[src/hdl/tpls_pkg.sv]
// Shared types and constants of the two-peer link supervisor.
`timescale 1ns / 1ps

package tpls_pkg;

   // Result kinds
   localparam logic [1:0] KIND_VERDICT = 2'd0;
   localparam logic [1:0] KIND_TX      = 2'd1;
   localparam logic [1:0] KIND_TICK    = 2'd2;

   // Frame verdicts
   localparam logic [2:0] VERDICT_ACCEPTED    = 3'd0;
   localparam logic [2:0] VERDICT_DUPLICATE   = 3'd1;
   localparam logic [2:0] VERDICT_OUT_OF_ORDER = 3'd2;
   localparam logic [2:0] VERDICT_SHADOW      = 3'd3;
   localparam logic [2:0] VERDICT_UNSUPPORTED = 3'd4;

   // Request operations
   localparam logic OP_FRAME = 1'b0;
   localparam logic OP_TICK  = 1'b1;

   // Configuration register indexes
   localparam int unsigned CSR_INDEX_WIDTH = 3;
   localparam logic [2:0] CSR_OFFLINE_TIMEOUT = 3'd0;
   localparam logic [2:0] CSR_HELLO_INTERVAL  = 3'd1;
   localparam logic [2:0] CSR_HEARTBEAT_INTERVAL = 3'd2;
   localparam logic [2:0] CSR_STATUS_INTERVAL = 3'd3;
   localparam logic [2:0] CSR_MESSAGE_CODES   = 3'd4;
   localparam logic [2:0] CSR_ROLE_CODES      = 3'd5;
   localparam logic [2:0] CSR_STATUS_FLAGS    = 3'd6;

   // Register reset values
   localparam logic [15:0] OFFLINE_TIMEOUT_RESET   = 16'd1000;
   localparam logic [15:0] HELLO_INTERVAL_RESET    = 16'd1000;
   localparam logic [15:0] HEARTBEAT_INTERVAL_RESET = 16'd250;
   localparam logic [15:0] STATUS_INTERVAL_RESET   = 16'd500;

   // Everything one request produces, captured at acceptance.
   typedef struct packed {
      logic        is_tick;
      logic [2:0]  verdict;
      logic        pres_due;
      logic [7:0]  pres_type;
      logic [15:0] pres_seq;
      logic        stat_due;
      logic [7:0]  stat_type;
      logic [15:0] stat_seq;
      logic [31:0] now;
      logic        first_up;
      logic        second_up;
      logic [7:0]  peer_role;
      logic [31:0] rx_count;
      logic [31:0] offline_events;
   } rsp_item_type;

   // One result as it leaves the block.
   typedef struct packed {
      logic [1:0]  result_kind;
      logic [2:0]  verdict;
      logic [7:0]  tx_type;
      logic [15:0] tx_sequence;
      logic [31:0] tx_time;
      logic        first_online;
      logic        second_online;
      logic        link_online;
      logic [7:0]  peer_role;
      logic [31:0] accepted_frames;
      logic [31:0] offline_events;
      logic        last;
   } rsp_out_type;

endpackage

[src/hdl/tpls_rsp_buf.sv]
// Result buffer: holds one request's results and hands them out in order.
`timescale 1ns / 1ps

module tpls_rsp_buf (
   input  logic                  clock,
   input  logic                  reset,
   input  logic                  load,
   input  tpls_pkg::rsp_item_type item,
   output logic                  free,
   output logic                  rsp_valid,
   input  logic                  rsp_stall,
   output tpls_pkg::rsp_out_type rsp
);

   // Emission slots of one buffered request
   typedef enum logic [1:0] {
      SLOT_HEAD,
      SLOT_PRESENCE,
      SLOT_STATUS
   } slot_type;

   tpls_pkg::rsp_item_type item_ff;
   logic       busy_ff;
   slot_type   step_ff;
   slot_type   step_next;
   logic       has_next;
   logic       take;

   always_comb begin
      step_next = SLOT_HEAD;
      has_next  = 1'b0;
      case (step_ff)
         SLOT_HEAD: begin
            if (item_ff.pres_due) begin
               step_next = SLOT_PRESENCE;
               has_next  = 1'b1;
            end else if (item_ff.stat_due) begin
               step_next = SLOT_STATUS;
               has_next  = 1'b1;
            end
         end
         SLOT_PRESENCE: begin
            if (item_ff.stat_due) begin
               step_next = SLOT_STATUS;
               has_next  = 1'b1;
            end
         end
         default: begin
            has_next = 1'b0;
         end
      endcase
   end

   assign take      = busy_ff && !rsp_stall;
   // A new request may enter as the final result of the current one leaves.
   assign free      = !busy_ff || (take && !has_next);
   assign rsp_valid = busy_ff;

   always_ff @(posedge clock) begin
      if (reset) begin
         busy_ff <= 1'b0;
         step_ff <= SLOT_HEAD;
      end else if (load) begin
         busy_ff <= 1'b1;
         step_ff <= SLOT_HEAD;
         item_ff <= item;
      end else if (take) begin
         if (has_next) begin
            step_ff <= step_next;
         end else begin
            busy_ff <= 1'b0;
         end
      end
   end

   always_comb begin
      rsp.result_kind     = tpls_pkg::KIND_TX;
      rsp.verdict         = tpls_pkg::VERDICT_ACCEPTED;
      rsp.tx_type         = 8'd0;
      rsp.tx_sequence     = 16'd0;
      rsp.tx_time         = 32'd0;
      rsp.first_online    = item_ff.first_up;
      rsp.second_online   = item_ff.second_up;
      rsp.link_online     = item_ff.first_up && item_ff.second_up;
      rsp.peer_role       = item_ff.peer_role;
      rsp.accepted_frames = item_ff.rx_count;
      rsp.offline_events  = item_ff.offline_events;
      rsp.last            = !has_next;
      case (step_ff)
         SLOT_HEAD: begin
            if (item_ff.is_tick) begin
               rsp.result_kind = tpls_pkg::KIND_TICK;
            end else begin
               rsp.result_kind = tpls_pkg::KIND_VERDICT;
               rsp.verdict     = item_ff.verdict;
            end
         end
         SLOT_PRESENCE: begin
            rsp.tx_type     = item_ff.pres_type;
            rsp.tx_sequence = item_ff.pres_seq;
            rsp.tx_time     = item_ff.now;
         end
         default: begin
            rsp.tx_type     = item_ff.stat_type;
            rsp.tx_sequence = item_ff.stat_seq;
            rsp.tx_time     = item_ff.now;
         end
      endcase
   end

endmodule

[src/hdl/two_peer_link_supervisor_top.sv]
// Top level of the two-peer link supervisor: frame judging, tick handling, registers.
`timescale 1ns / 1ps

// Channel  Direction  Handshake              Contents
// req_*    in         req_valid / req_stall  frame or tick request
// rsp_*    out        rsp_valid / rsp_stall  verdict, tick status, transmit requests
// csr_*    in         csr_valid / csr_ready  register index and write data
//
// A request is judged in the cycle it is accepted; its results appear on the next cycle.
// A frame yields one result, a tick one to three, one per cycle unless rsp_stall holds them.
// A new request is taken in the same cycle the previous request's last result leaves.
// rsp_stall holds the current result and stalls requests once the buffer is full.
// Synchronous reset clears the link state and empties the result buffer; registers take their defaults.

module two_peer_link_supervisor_top (
   input  logic        clock,
   input  logic        reset,

   input  logic        req_valid,
   output logic        req_stall,
   input  logic        req_operation,
   input  logic [7:0]  req_frame_type,
   input  logic [7:0]  req_frame_length,
   input  logic [7:0]  req_frame_role,
   input  logic [15:0] req_frame_sequence,
   input  logic [31:0] req_now_ms,

   output logic        rsp_valid,
   input  logic        rsp_stall,
   output logic [1:0]  rsp_result_kind,
   output logic [2:0]  rsp_verdict,
   output logic [7:0]  rsp_tx_type,
   output logic [15:0] rsp_tx_sequence,
   output logic [31:0] rsp_tx_time,
   output logic        rsp_first_online,
   output logic        rsp_second_online,
   output logic        rsp_link_online,
   output logic [7:0]  rsp_peer_role,
   output logic [31:0] rsp_accepted_frames,
   output logic [31:0] rsp_offline_events,
   output logic        rsp_last,

   input  logic        csr_valid,
   output logic        csr_ready,
   input  logic [tpls_pkg::CSR_INDEX_WIDTH-1:0] csr_index,
   input  logic [39:0] csr_wdata
);

   // Configuration registers
   logic [15:0] offline_timeout_ff, hello_interval_ff, heartbeat_interval_ff;
   logic [15:0] status_interval_ff;
   logic [39:0] message_codes_ff;
   logic [23:0] role_codes_ff;
   logic [7:0]  status_flags_ff;

   // Supervisor state
   logic        first_seen_ff, second_seen_ff, first_up_ff, second_up_ff, started_ff;
   logic [15:0] first_seq_ff, second_seq_ff, own_seq_ff;
   logic [31:0] first_rx_time_ff, second_rx_time_ff;
   logic [31:0] presence_time_ff, status_time_ff;
   logic [7:0]  peer_role_ff;
   logic [31:0] accepted_count_ff, offline_count_ff;

   logic        first_seen_in, second_seen_in, first_up_in, second_up_in, started_in;
   logic [15:0] first_seq_in, second_seq_in, own_seq_in;
   logic [31:0] first_rx_time_in, second_rx_time_in;
   logic [31:0] presence_time_in, status_time_in;
   logic [7:0]  peer_role_in;
   logic [31:0] accepted_count_in, offline_count_in;

   logic        accept;
   logic        buf_free;
   tpls_pkg::rsp_item_type item;
   tpls_pkg::rsp_out_type  rsp;

   // Frame judging
   logic [7:0]  code_shadow, code_estop, code_hello, code_heartbeat, code_status;
   logic [7:0]  role_first, role_second;
   logic        is_shadow, is_supported, is_first, is_second;
   logic        peer_seen;
   logic [15:0] peer_seq, seq_delta;
   logic [2:0]  verdict;
   logic        frame_ok;

   // Tick handling
   logic [31:0] first_age, second_age, presence_age, status_age;
   logic [15:0] presence_period;
   logic        first_up_new, second_up_new, went_offline;
   logic        pres_due, stat_due;

   assign code_shadow    = message_codes_ff[7:0];
   assign code_estop     = message_codes_ff[15:8];
   assign code_hello     = message_codes_ff[23:16];
   assign code_heartbeat = message_codes_ff[31:24];
   assign code_status    = message_codes_ff[39:32];
   assign role_first     = role_codes_ff[7:0];
   assign role_second    = role_codes_ff[15:8];

   assign is_shadow    = (req_frame_type == code_shadow) || (req_frame_type == code_estop);
   assign is_supported = (req_frame_type == code_hello) || (req_frame_type == code_heartbeat)
                         || (req_frame_type == code_status);
   // With equal role codes the first peer takes the frame.
   assign is_first     = (req_frame_role == role_first);
   assign is_second    = !is_first && (req_frame_role == role_second);
   assign peer_seen    = is_first ? first_seen_ff : second_seen_ff;
   assign peer_seq     = is_first ? first_seq_ff : second_seq_ff;
   assign seq_delta    = req_frame_sequence - peer_seq;

   always_comb begin
      if (is_shadow) begin
         verdict = tpls_pkg::VERDICT_SHADOW;
      end else if (!is_supported || (req_frame_length == 8'd0) || !(is_first || is_second)) begin
         verdict = tpls_pkg::VERDICT_UNSUPPORTED;
      end else if ((req_frame_type != code_hello) && peer_seen && (seq_delta == 16'd0)) begin
         verdict = tpls_pkg::VERDICT_DUPLICATE;
      end else if ((req_frame_type != code_hello) && peer_seen && seq_delta[15]) begin
         verdict = tpls_pkg::VERDICT_OUT_OF_ORDER;
      end else begin
         verdict = tpls_pkg::VERDICT_ACCEPTED;
      end
   end
   assign frame_ok = (verdict == tpls_pkg::VERDICT_ACCEPTED);

   // Ages are taken modulo 2^32 so time wrap is harmless.
   assign first_age     = req_now_ms - first_rx_time_ff;
   assign second_age    = req_now_ms - second_rx_time_ff;
   assign presence_age  = req_now_ms - presence_time_ff;
   assign status_age    = req_now_ms - status_time_ff;
   assign first_up_new  = first_seen_ff && (first_age < {16'd0, offline_timeout_ff});
   assign second_up_new = second_seen_ff && (second_age < {16'd0, offline_timeout_ff});
   assign went_offline  = (first_up_ff && !first_up_new) || (second_up_ff && !second_up_new);
   assign presence_period = first_up_new ? heartbeat_interval_ff : hello_interval_ff;
   assign pres_due = !started_ff || (presence_age >= {16'd0, presence_period});
   assign stat_due = !started_ff || (status_age >= {16'd0, status_interval_ff});

   always_comb begin
      first_seen_in     = first_seen_ff;
      second_seen_in    = second_seen_ff;
      first_seq_in      = first_seq_ff;
      second_seq_in     = second_seq_ff;
      first_rx_time_in  = first_rx_time_ff;
      second_rx_time_in = second_rx_time_ff;
      first_up_in       = first_up_ff;
      second_up_in      = second_up_ff;
      peer_role_in      = peer_role_ff;
      accepted_count_in = accepted_count_ff;
      offline_count_in  = offline_count_ff;
      own_seq_in        = own_seq_ff;
      presence_time_in  = presence_time_ff;
      status_time_in    = status_time_ff;
      started_in        = started_ff;
      if (req_operation == tpls_pkg::OP_FRAME) begin
         if (frame_ok) begin
            if (is_first) begin
               first_seen_in    = 1'b1;
               first_seq_in     = req_frame_sequence;
               first_rx_time_in = req_now_ms;
            end else begin
               second_seen_in    = 1'b1;
               second_seq_in     = req_frame_sequence;
               second_rx_time_in = req_now_ms;
            end
            peer_role_in      = req_frame_role;
            accepted_count_in = accepted_count_ff + 32'd1;
         end
      end else begin
         first_up_in  = first_up_new;
         second_up_in = second_up_new;
         if (went_offline) begin
            offline_count_in = offline_count_ff + 32'd1;
         end
         if (pres_due) begin
            presence_time_in = req_now_ms;
         end
         if (stat_due) begin
            status_time_in = req_now_ms;
         end
         own_seq_in = own_seq_ff + {15'd0, pres_due} + {15'd0, stat_due};
         started_in = 1'b1;
      end
   end

   always_comb begin
      item.is_tick        = (req_operation == tpls_pkg::OP_TICK);
      item.verdict        = verdict;
      item.pres_due       = item.is_tick && pres_due;
      item.pres_type      = first_up_new ? code_heartbeat : code_hello;
      item.pres_seq       = own_seq_ff;
      item.stat_due       = item.is_tick && stat_due;
      item.stat_type      = code_status;
      item.stat_seq       = own_seq_ff + {15'd0, pres_due};
      item.now            = req_now_ms;
      item.first_up       = first_up_in;
      item.second_up      = second_up_in;
      item.peer_role      = peer_role_in;
      item.rx_count       = accepted_count_in;
      item.offline_events = offline_count_in;
   end

   assign req_stall = !buf_free;
   assign accept    = req_valid && buf_free;
   assign csr_ready = 1'b1;

   always_ff @(posedge clock) begin
      if (reset) begin
         first_seen_ff     <= 1'b0;
         second_seen_ff    <= 1'b0;
         first_seq_ff      <= 16'd0;
         second_seq_ff     <= 16'd0;
         first_rx_time_ff  <= 32'd0;
         second_rx_time_ff <= 32'd0;
         first_up_ff       <= 1'b0;
         second_up_ff      <= 1'b0;
         peer_role_ff      <= 8'd0;
         accepted_count_ff <= 32'd0;
         offline_count_ff  <= 32'd0;
         own_seq_ff        <= 16'd0;
         presence_time_ff  <= 32'd0;
         status_time_ff    <= 32'd0;
         started_ff        <= 1'b0;
      end else if (accept) begin
         first_seen_ff     <= first_seen_in;
         second_seen_ff    <= second_seen_in;
         first_seq_ff      <= first_seq_in;
         second_seq_ff     <= second_seq_in;
         first_rx_time_ff  <= first_rx_time_in;
         second_rx_time_ff <= second_rx_time_in;
         first_up_ff       <= first_up_in;
         second_up_ff      <= second_up_in;
         peer_role_ff      <= peer_role_in;
         accepted_count_ff <= accepted_count_in;
         offline_count_ff  <= offline_count_in;
         own_seq_ff        <= own_seq_in;
         presence_time_ff  <= presence_time_in;
         status_time_ff    <= status_time_in;
         started_ff        <= started_in;
      end
   end

   always_ff @(posedge clock) begin
      if (reset) begin
         offline_timeout_ff    <= tpls_pkg::OFFLINE_TIMEOUT_RESET;
         hello_interval_ff     <= tpls_pkg::HELLO_INTERVAL_RESET;
         heartbeat_interval_ff <= tpls_pkg::HEARTBEAT_INTERVAL_RESET;
         status_interval_ff    <= tpls_pkg::STATUS_INTERVAL_RESET;
         message_codes_ff      <= 40'd0;
         role_codes_ff         <= 24'd0;
         status_flags_ff       <= 8'd0;
      end else if (csr_valid && csr_ready) begin
         case (csr_index)
            tpls_pkg::CSR_OFFLINE_TIMEOUT:    offline_timeout_ff    <= csr_wdata[15:0];
            tpls_pkg::CSR_HELLO_INTERVAL:     hello_interval_ff     <= csr_wdata[15:0];
            tpls_pkg::CSR_HEARTBEAT_INTERVAL: heartbeat_interval_ff <= csr_wdata[15:0];
            tpls_pkg::CSR_STATUS_INTERVAL:    status_interval_ff    <= csr_wdata[15:0];
            tpls_pkg::CSR_MESSAGE_CODES:      message_codes_ff      <= csr_wdata;
            tpls_pkg::CSR_ROLE_CODES:         role_codes_ff         <= csr_wdata[23:0];
            tpls_pkg::CSR_STATUS_FLAGS:       status_flags_ff       <= csr_wdata[7:0];
            default: begin
               status_flags_ff <= status_flags_ff;
            end
         endcase
      end
   end

   tpls_rsp_buf u_rsp_buf (
      .clock     (clock),
      .reset     (reset),
      .load      (accept),
      .item      (item),
      .free      (buf_free),
      .rsp_valid (rsp_valid),
      .rsp_stall (rsp_stall),
      .rsp       (rsp)
   );

   assign rsp_result_kind     = rsp.result_kind;
   assign rsp_verdict         = rsp.verdict;
   assign rsp_tx_type         = rsp.tx_type;
   assign rsp_tx_sequence     = rsp.tx_sequence;
   assign rsp_tx_time         = rsp.tx_time;
   assign rsp_first_online    = rsp.first_online;
   assign rsp_second_online   = rsp.second_online;
   assign rsp_link_online     = rsp.link_online;
   assign rsp_peer_role       = rsp.peer_role;
   assign rsp_accepted_frames = rsp.accepted_frames;
   assign rsp_offline_events  = rsp.offline_events;
   assign rsp_last            = rsp.last;

endmodule

[config.mk]
export PLATFORM = sky130hd
export DESIGN_NAME = two_peer_link_supervisor_top
export DESIGN_NICKNAME = d
export VERILOG_FILES = /design/src/hdl/tpls_pkg.sv /design/src/hdl/tpls_rsp_buf.sv /design/src/hdl/two_peer_link_supervisor_top.sv
export SDC_FILE = /design/constraint.sdc
export NUM_CORES = 1
export LEC_CHECK = 0
export ABC_AREA = 0
export BUFFER_PORTS_ARGS = -buffer_cell sky130_fd_sc_hd__buf_2
export CORE_ASPECT_RATIO = 0.9
export CORE_MARGIN = 2
export CORE_UTILIZATION = 50
export CTS_BUF_LIST = sky130_fd_sc_hd__clkbuf_2 sky130_fd_sc_hd__clkbuf_4 sky130_fd_sc_hd__clkbuf_8
export CTS_CLUSTER_DIAMETER = 40
export CTS_CLUSTER_SIZE = 25
export DETAILED_ROUTE_END_ITERATION = 10
export HOLD_SLACK_MARGIN = 0.1
export PLACE_DENSITY = 0.68
export SLEW_MARGIN = 30
export SYNTH_ARGS = -nofsm -noshare
export SYNTH_HDL_FRONTEND = slang
export SYNTH_SLANG_ARGS = --single-unit
[constraint.sdc]
create_clock -name clock -period 19.8 [get_ports clock]
set_input_delay 3.96 -clock clock [delete_from_list [all_inputs] [get_ports clock]]
set_output_delay 3.96 -clock clock [all_outputs]
set_load 0.02 [all_outputs]
==> results of run 1 <==
-- Yosys cell counts, types with 60 or more instances --
master,count
a21oi_1,413
and3_1,64
buf_4,76
clkbuf_1,153
dfxtp_1,376
edfxtp_1,160
ha_1,207
inv_1,214
mux2i_1,80
nand2_1,602
nand3_1,96
nand4_1,60
nor2_1,239
o21ai_0,138
xnor2_1,168
xor2_1,99
-- registers in the layout (all words and copies together), names as in the netlist, 32 cells and up --
name and flops:
second_rx_time_ff 32, offline_count_ff 32, presence_time_ff 32, accepted_count_ff 32
u_rsp_buf.rsp 74, message_codes_ff 40, u_rsp_buf.item_ff 86, status_time_ff 32
first_rx_time_ff 32
-- cell families (layout without fill, tap and decap cells) --
logic type	count (synthesis)	in the layout	share of synthesized area [%]
simple gates	1342	1342	19.48
other cells	1	3	0.01168
xor+xnor	268	268	7.352
mux	110	110	3.545
flops	536	536	38.40
fa+ha+maj	211	211	8.314
compound gates	871	871	16.47
buf+inv	469	654	6.436
-- power by group through the flow --
stage                     logic (mW)  clock network [mW]  registers [mW]
after detailed placement       0.378                   0            1.19
after CTS                      0.381                1.13            1.16
after floorplan                0.270                   0            1.19
after global placement         0.376                   0            1.19
final                          0.384                1.11            1.16
after global routing           0.427                1.17            1.16
-- worst max-delay path by stage --
stage / from / endpoint / slack (ps) / cells after the start
after floorplan: req_now_ms[0] / own_seq_ff[15]$_SDFFE_PP0P_ / 7300 / 45
after global routing: req_now_ms[1] / own_seq_ff[15]$_SDFFE_PP0P_ / 6410 / 44
final: req_now_ms[1] / own_seq_ff[15]$_SDFFE_PP0P_ / 7240 / 44
after detailed placement: req_now_ms[1] / own_seq_ff[15]$_SDFFE_PP0P_ / 6560 / 44
after CTS: req_now_ms[1] / own_seq_ff[15]$_SDFFE_PP0P_ / 7300 / 44
after global placement: req_now_ms[1] / own_seq_ff[15]$_SDFFE_PP0P_ / 6670 / 44
-- metal layers --
layer / vias to the layer above / GRT usage (%) / part of all wire [%]
met4: 0 / 6.707 / 2.3
met1: 12740 / 36.86 / 48
met3: 133 / 3.476 / 5.2
met2: 702 / 40.70 / 45
met5: - / 0 / 0
li1: 13480 / - / -
-- critical path: cells and delay by family --
family | cells | cell delay (ps)
AND/OR/NAND/NOR | 20 | 3780
AO/OA/AOI/OAI | 12 | 2510
adder cells (fa/ha/maj) | 5 | 1340
buffers and inverters | 3 | 690
XOR/XNOR | 3 | 460
multiplexers | 1 | 340
-- stage by stage --
stage          setup slack, ps  cells  power (mW)  util (%)  instance area (sq um)
2_1_floorplan             7303   3808       1.456         -                  32120
3_3_place_gp              6669   4689       1.562     52.40                  33460
3_5_place_dp              6561   4689       1.565     52.45                  33490
4_1_cts                   7300   4848       2.674     55.59                  35500
5_1_grt                   6412   4850       2.765     55.62                  35520
6_report                  7240   4850       2.656     55.62                  35520
-- area by class of cell --
cell class / count / area share [%]
Sequential cell: 536 / 34.72
Inverter: 214 / 2.262
Clock buffer: 92 / 3.495
Timing Repair Buffer: 281 / 4.174
Tap cell: 855 / 3.012
Antenna cell: 2 / 0.01409
Multi-Input combinational cell: 2803 / 50.17
Clock inverter: 67 / 2.156
==> summary.log, run 1 <==
[clock_network] number of levels in the clock H-tree 3
[finish] most frequent standard cell in the layout excluding fill and tap cells nand2_1
[synth] number of enable-type register cells in the synthesized netlist 160
[run_status] run status complete, no violations
[timing] minimum period implied by the final worst setup slack 12560 ps
[power] portion of total power attributed to the clock network 41.8%
[global_routing] total global routing track utilization 25.70%
[global_routing] overflow left after global routing 0
[hold_path] Hold Crit Start second_seq_ff[2]$_SDFFE_PP0P_
[timing] Worst Tran Pin Value 980.2 ps
[global_routing] initial antenna violation count 3
[synth] total standard cell area after synthesis 32120 sq um
[clock_network] clock insertion delay at the later pin of the skew report 720 ps
[hold_path] Worst Hold Depth 2
[synth] Avg Synthesized Cell Area 8.434 sq um
[clock_network] Clock Pin Slew Worst Setup and Hold Paths 70 ps
[floorplanning] area of the die 66280 sq um
[synth] number of instances in the synthesized netlist 3808
[setup_path] type of element launching the critical path input port
[run] max-cap viol count 0
[placed_design] HPWL reported at the end of detailed placement 61.79 mm
[synth] top cell type by total area after synthesis dfxtp_1
[floorplanning] top-level port count 261
[timing] fmax 0.07962 GHz
[synth] total of warnings raised by yosys 0
[clock_network] TritonCTS clock tree yes
[placed_design] gpl congestion 0.9230
[hold_path] Hold Path Class reg -> reg
[placed_design] # port buffers 259
[finish] Layout fillers 5985
[clock_network] sinks on the clock net 536
[power] power share of the combinational group 14.5%
[floorplanning] Die X-Extent 271.2 um
[power] net switching fraction of the power 29.61%
[route] Avg Vias per Cell 5.580
[setup_path] critical path fanouts, max 27
[synth] number of unique standard cell types used by synthesis 80
[setup_path] count of cells along the worst register-to-register path 44
[clock_network] post-CTS repair timing setup buffer count 0
[floorplanning] Floorplan Core Area 63860 sq um
[route] number of design-rule violations left by the first detailed-router iteration 1812
[setup_path] Critical Path End Type flip-flop
[synth] Mapped Nets 4140
[setup_path] Critical Path RT 20370 ps
[route] Detailed Route WL 86.85 mm
[route] wire per inst 17.91 um
[setup_path] CP peak stage delay 590 ps
[power] Internal Power 1.869 mW
[setup_path] setup slack of the most critical reg-to-reg path 10480 ps
[setup_path] Critical R2R Launch first_rx_time_ff[1]$_SDFFE_PP0P_
[setup_path] slowest cell on the critical path or4_1
[timing] setup repair after global routing missed its margin no
[synth] flip-flop and latch count after synthesis 536
[synth] ys async rst share 0%
[setup_path] CP arrival 13130 ps
[hold_path] hold path endpoint second_seq_ff[2]$_SDFFE_PP0P_
[synth] cell types with the largest area share after synthesis dfxtp_1, edfxtp_1, ha_1
[timing] Post-Route Hold Slack 449.5 ps
[timing] Max-slew headroom 34.50%
[power] Pleak 13.90 nW
[clock_network] buffer depth of the longest clock path 3
[global_routing] largest net degree at the start of global routing 114
[finish] area taken by multi-input logic gates 17820 sq um
[timing] hold violation count in the final report 0
[power] power share of the sequential group 43.8%
[setup_path] kind of critical path in -> reg
[finish] area added between synthesis and finish 10.59%
[finish] share of layout cells above drive strength 1 12.72%
[floorplanning] initial core utilization 50.29%
[timing] setup TNS 0 ps
[power] NetSw 0.7864 mW
[setup_path] Most Frequent Cell on Critical Path ha_1
[timing] period utilization 63.43%
[finish] count of nets after finishing 4254
[finish] top library cells by usage in the layout, fill and taps aside nand2_1, a21oi_1, dfxtp_1, buf_2, nor2_1
[clock_network] Clock Tree Root clkbuf_8
[route] antenna-violating nets left 0
[synth] share of the yosys chip area belonging to registers 38.40%
[floorplanning] std cell rows 88
[finish] sequential cell area 12330 sq um
[floorplanning] die outline height 244.4 um
[timing] Final Max Slew Viols 0
[clock_network] Hold-fix buffers, CTS 0
[setup_path] capturing point of the worst reg2reg path own_seq_ff[15]$_SDFFE_PP0P_
[route] residual DRC count 0
[global_routing] number of global-route vias before repair 24.86k
[clock_network] clock buffers created by TritonCTS 86
[route] detailed-route via count 27.06k
[synth] proportion of netlist area held by the largest area contributor 23.44%
[power] Pwr Density 74.77 nW/um^2
[power] worst vdd rail ir drop 0.05299 mV
[route] iteration count of the initial detailed-routing pass 5
[clock_network] cts repair resizes 0
[timing] total setup violations reported at the end of the flow 0
[global_routing] first-pass GRT wire length 137.6 mm
[synth] Top FF cell, synth dfxtp_1
[timing] clock skew after layout 53.07 ps
No activity file was read; power rests on OpenSTA's default activity.
==> inputs of run 2 (changes only) <==
==> constraint.sdc (replaced) <==
create_clock -name clock -period 12.3 [get_ports clock]
set_input_delay 2.46 -clock clock [delete_from_list [all_inputs] [get_ports clock]]
set_output_delay 2.46 -clock clock [all_outputs]
set_load 0.02 [all_outputs]
==> run 2 against run 1 <==
Compared with the run above:
- clock skew fell by 8.6 ps
- sequential power up 61%
- cell area is 0.55% higher
- first-iteration DRC count grew 19%
- critical endpoint unchanged
- largest power group is now the clock network
==> summary.log, run 2 (same netlist as run 1, synthesis figures left out) <==
[run_status] run status complete, no violations
[setup_path] Critical Path End Type flip-flop
[placed_design] instance area after placement 33580 sq um [+0.25%]
[clock_network] TritonCTS clock tree yes
[finish] post-layout utilization of the core 55.92% [+0.31 points]
[finish] share of layout cells above drive strength 1 12.84% [+0.12 points]
[route] detailed-route via count 27.07k [+0.011%]
[finish] area added between synthesis and finish 11.20%
[finish] most frequent standard cell in the layout excluding fill and tap cells nand2_1
[floorplanning] Die X-Extent 271.2 um [unchanged]
[clock_network] Clock Pin Slew Worst Setup and Hold Paths 80 ps [about the same]
[clock_network] sinks on the clock net 536 [unchanged]
[timing] Max-slew headroom 29.68% [-4.8 points]
[clock_network] clock buffers created by TritonCTS 86 [unchanged]
[placed_design] placed instance count 4696 [+0.15%]
[hold_path] hold path endpoint second_seq_ff[5]$_SDFFE_PP0P_
[route] wire per inst 17.88 um [-0.16%]
[global_routing] total global routing track utilization 25.65% [-0.047 points]
[setup_path] slowest cell on the critical path or4_1
[power] Pwr Density 122.6 nW/um^2 [+64%]
[global_routing] largest net degree at the start of global routing 89 [-22%]
[clock_network] number of levels in the clock H-tree 3 [unchanged]
[floorplanning] initial core utilization 50.29% [unchanged]
[floorplanning] die outline height 244.4 um [unchanged]
[route] Detailed Route WL 86.86 mm [about the same]
[timing] hold violation count in the final report 0 [unchanged]
[floorplanning] std cell rows 88 [unchanged]
[route] iteration count of the initial detailed-routing pass 5 [unchanged]
[global_routing] initial antenna violation count 2 [-1]
[timing] period utilization 90.71%
[finish] count of nets after finishing 4261 [+0.16%]
[global_routing] first-pass GRT wire length 136.8 mm [-0.60%]
[hold_path] Hold Crit Start second_seq_ff[5]$_SDFFE_PP0P_
[setup_path] setup slack of the most critical reg-to-reg path 2870 ps [-7610 ps]
[timing] clock skew after layout 44.52 ps [-8.552 ps]
[clock_network] clock insertion delay at the later pin of the skew report 710 ps [about the same]
[clock_network] cts repair resizes 0 [unchanged]
[finish] filler-free cell count of the finished design 4858 [+0.16%]
[timing] setup repair after global routing missed its margin no
[floorplanning] area of the die 66280 sq um [unchanged]
[setup_path] Most Frequent Cell on Critical Path ha_1
[finish] final design area excluding fillers 35710 sq um [+0.55%]
[floorplanning] top-level port count 261 [unchanged]
[clock_network] post-CTS repair timing setup buffer count 0 [unchanged]
[setup_path] critical path fanouts, max 27 [unchanged]
[timing] setup TNS 0 ps [unchanged]
[setup_path] capturing point of the worst reg2reg path own_seq_ff[15]$_SDFFE_PP0P_
[route] Avg Vias per Cell 5.571 [-0.15%]
[run] max-cap viol count 0 [unchanged]
[setup_path] launch point of the worst path req_now_ms[1]
[timing] fmax 0.08963 GHz
[hold_path] Worst Hold Depth 2 [unchanged]
[clock_network] buffer depth of the longest clock path 3 [unchanged]
[placed_design] gpl congestion 0.9219 [-0.12%]
[setup_path] count of cells along the worst register-to-register path 44 [unchanged]
[setup_path] CP peak stage delay 600 ps [about the same]
[global_routing] number of global-route vias before repair 24.89k [+0.11%]
[route] number of design-rule violations left by the first detailed-router iteration 2160 [+19%]
[floorplanning] Floorplan Core Area 63860 sq um [unchanged]
[clock_network] Hold-fix buffers, CTS 0 [unchanged]
[timing] Post-Route Hold Slack 447.7 ps [-1.709 ps]
[setup_path] kind of critical path in -> reg
[timing] total setup violations reported at the end of the flow 0 [unchanged]
[placed_design] # port buffers 259 [unchanged]
[clock_network] Clock Tree Root clkbuf_8
[hold_path] Hold Path Class reg -> reg
[placed_design] HPWL reported at the end of detailed placement 62.22 mm [+0.69%]
[route] antenna-violating nets left 0 [unchanged]
[timing] worst path setup slack after routing 1143 ps [-6097 ps]
[setup_path] Critical Path RT 12880 ps [-7490 ps]
[route] residual DRC count 0 [unchanged]
[timing] minimum period implied by the final worst setup slack 11160 ps
[placed_design] Post-Place Worst Slack 500.0 ps [-6061 ps]
[setup_path] Critical R2R Launch first_rx_time_ff[1]$_SDFFE_PP0P_
[setup_path] CP arrival 11740 ps [-1390 ps]
[timing] Final Max Slew Viols 0 [unchanged]
[finish] number of flip-flops under the largest register name 86 [unchanged]
[finish] top library cells by usage in the layout, fill and taps aside nand2_1, a21oi_1, dfxtp_1, buf_2, nor2_1
[power] Pleak 14.04 nW [+0.96%]
[timing] Worst Tran Pin Value 1049 ps [+68.37 ps]
[power] worst vdd rail ir drop 0.1007 mV [+90%]
[power] total power consumption of the routed design 4.380 mW [+65%]
[setup_path] type of element launching the critical path input port
[global_routing] overflow left after global routing 0 [unchanged]
[finish] register containing the most flip-flops in the final layout u_rsp_buf.item_ff
==> run 2: cell count changes in the layout (fill, tap and decap cells not counted), moves of 2 or more <==
| cell | delta |
|---|---|
| clkinv_4 | -4 |
| clkbuf_8 | +3 |
| clkinv_8 | +4 |
| buf_4 | +8 |
| buf_16 | +2 |
| bufinv_16 | +4 |
| clkbuf_4 | +6 |
| buf_6 | -3 |
| inv_8 | -4 |
| clkinvlp_4 | -8 |
==> run 2: final cells by class <==
| type | instances | area [sq um] |
|---|---|---|
| fillers | 5974 | 28150 |
| multi-input cells | 2803 | 17810 |
| flip-flops and latches | 536 | 12330 |
| repair buffers | 288 | 1564 |
| clock buffers | 101 | 1328 |
| well taps | 855 | 1070 |
| clock inverters | 60 | 805.8 |
| inverters | 214 | 803.3 |
| diodes | 1 | 2.502 |
==> run 2: layer usage <==
| metal | track usage, % | vias to the layer above | part of all wire (%) |
|---|---|---|---|
| met4 | 7.515 | 0 | 2.6 |
| met5 | 0 | - | 0 |
| li1 | - | 13500 | - |
| met1 | 36.27 | 12710 | 47 |
| met3 | 4.811 | 127 | 6.2 |
| met2 | 39.86 | 726 | 44 |
==> run 2: worst max-delay path by stage <==
stage	to	slack (ps)	cells past startpoint
final	own_seq_ff[15]$_SDFFE_PP0P_	1140	44
after detailed placement	own_seq_ff[15]$_SDFFE_PP0P_	500	44
after global placement	own_seq_ff[15]$_SDFFE_PP0P_	670	44
after floorplan	own_seq_ff[15]$_SDFFE_PP0P_	1300	45
after CTS	own_seq_ff[15]$_SDFFE_PP0P_	1270	44
after global routing	own_seq_ff[15]$_SDFFE_PP0P_	500	44
==> run 2: critical path, delay by kind of cell <==
kind	cells	cell delay, ps
and+or+nand+nor	20	3790
AOI/OAI and AO/OA	12	2580
adders and majority gates	5	1330
buffers and inverters	3	710
xor gates and xnor gates	3	440
muxes	1	340
==> run 2: where the power goes <==
| group | switching [mW] | internal (mW) | total, mW |
|---|---|---|---|
| Sequential | 0.0178 | 1.85 | 1.87 |
| Combinational | 0.391 | 0.232 | 0.623 |
| Clock | 0.846 | 1.04 | 1.89 |
| Total | 1.26 | 3.12 | 4.38 |
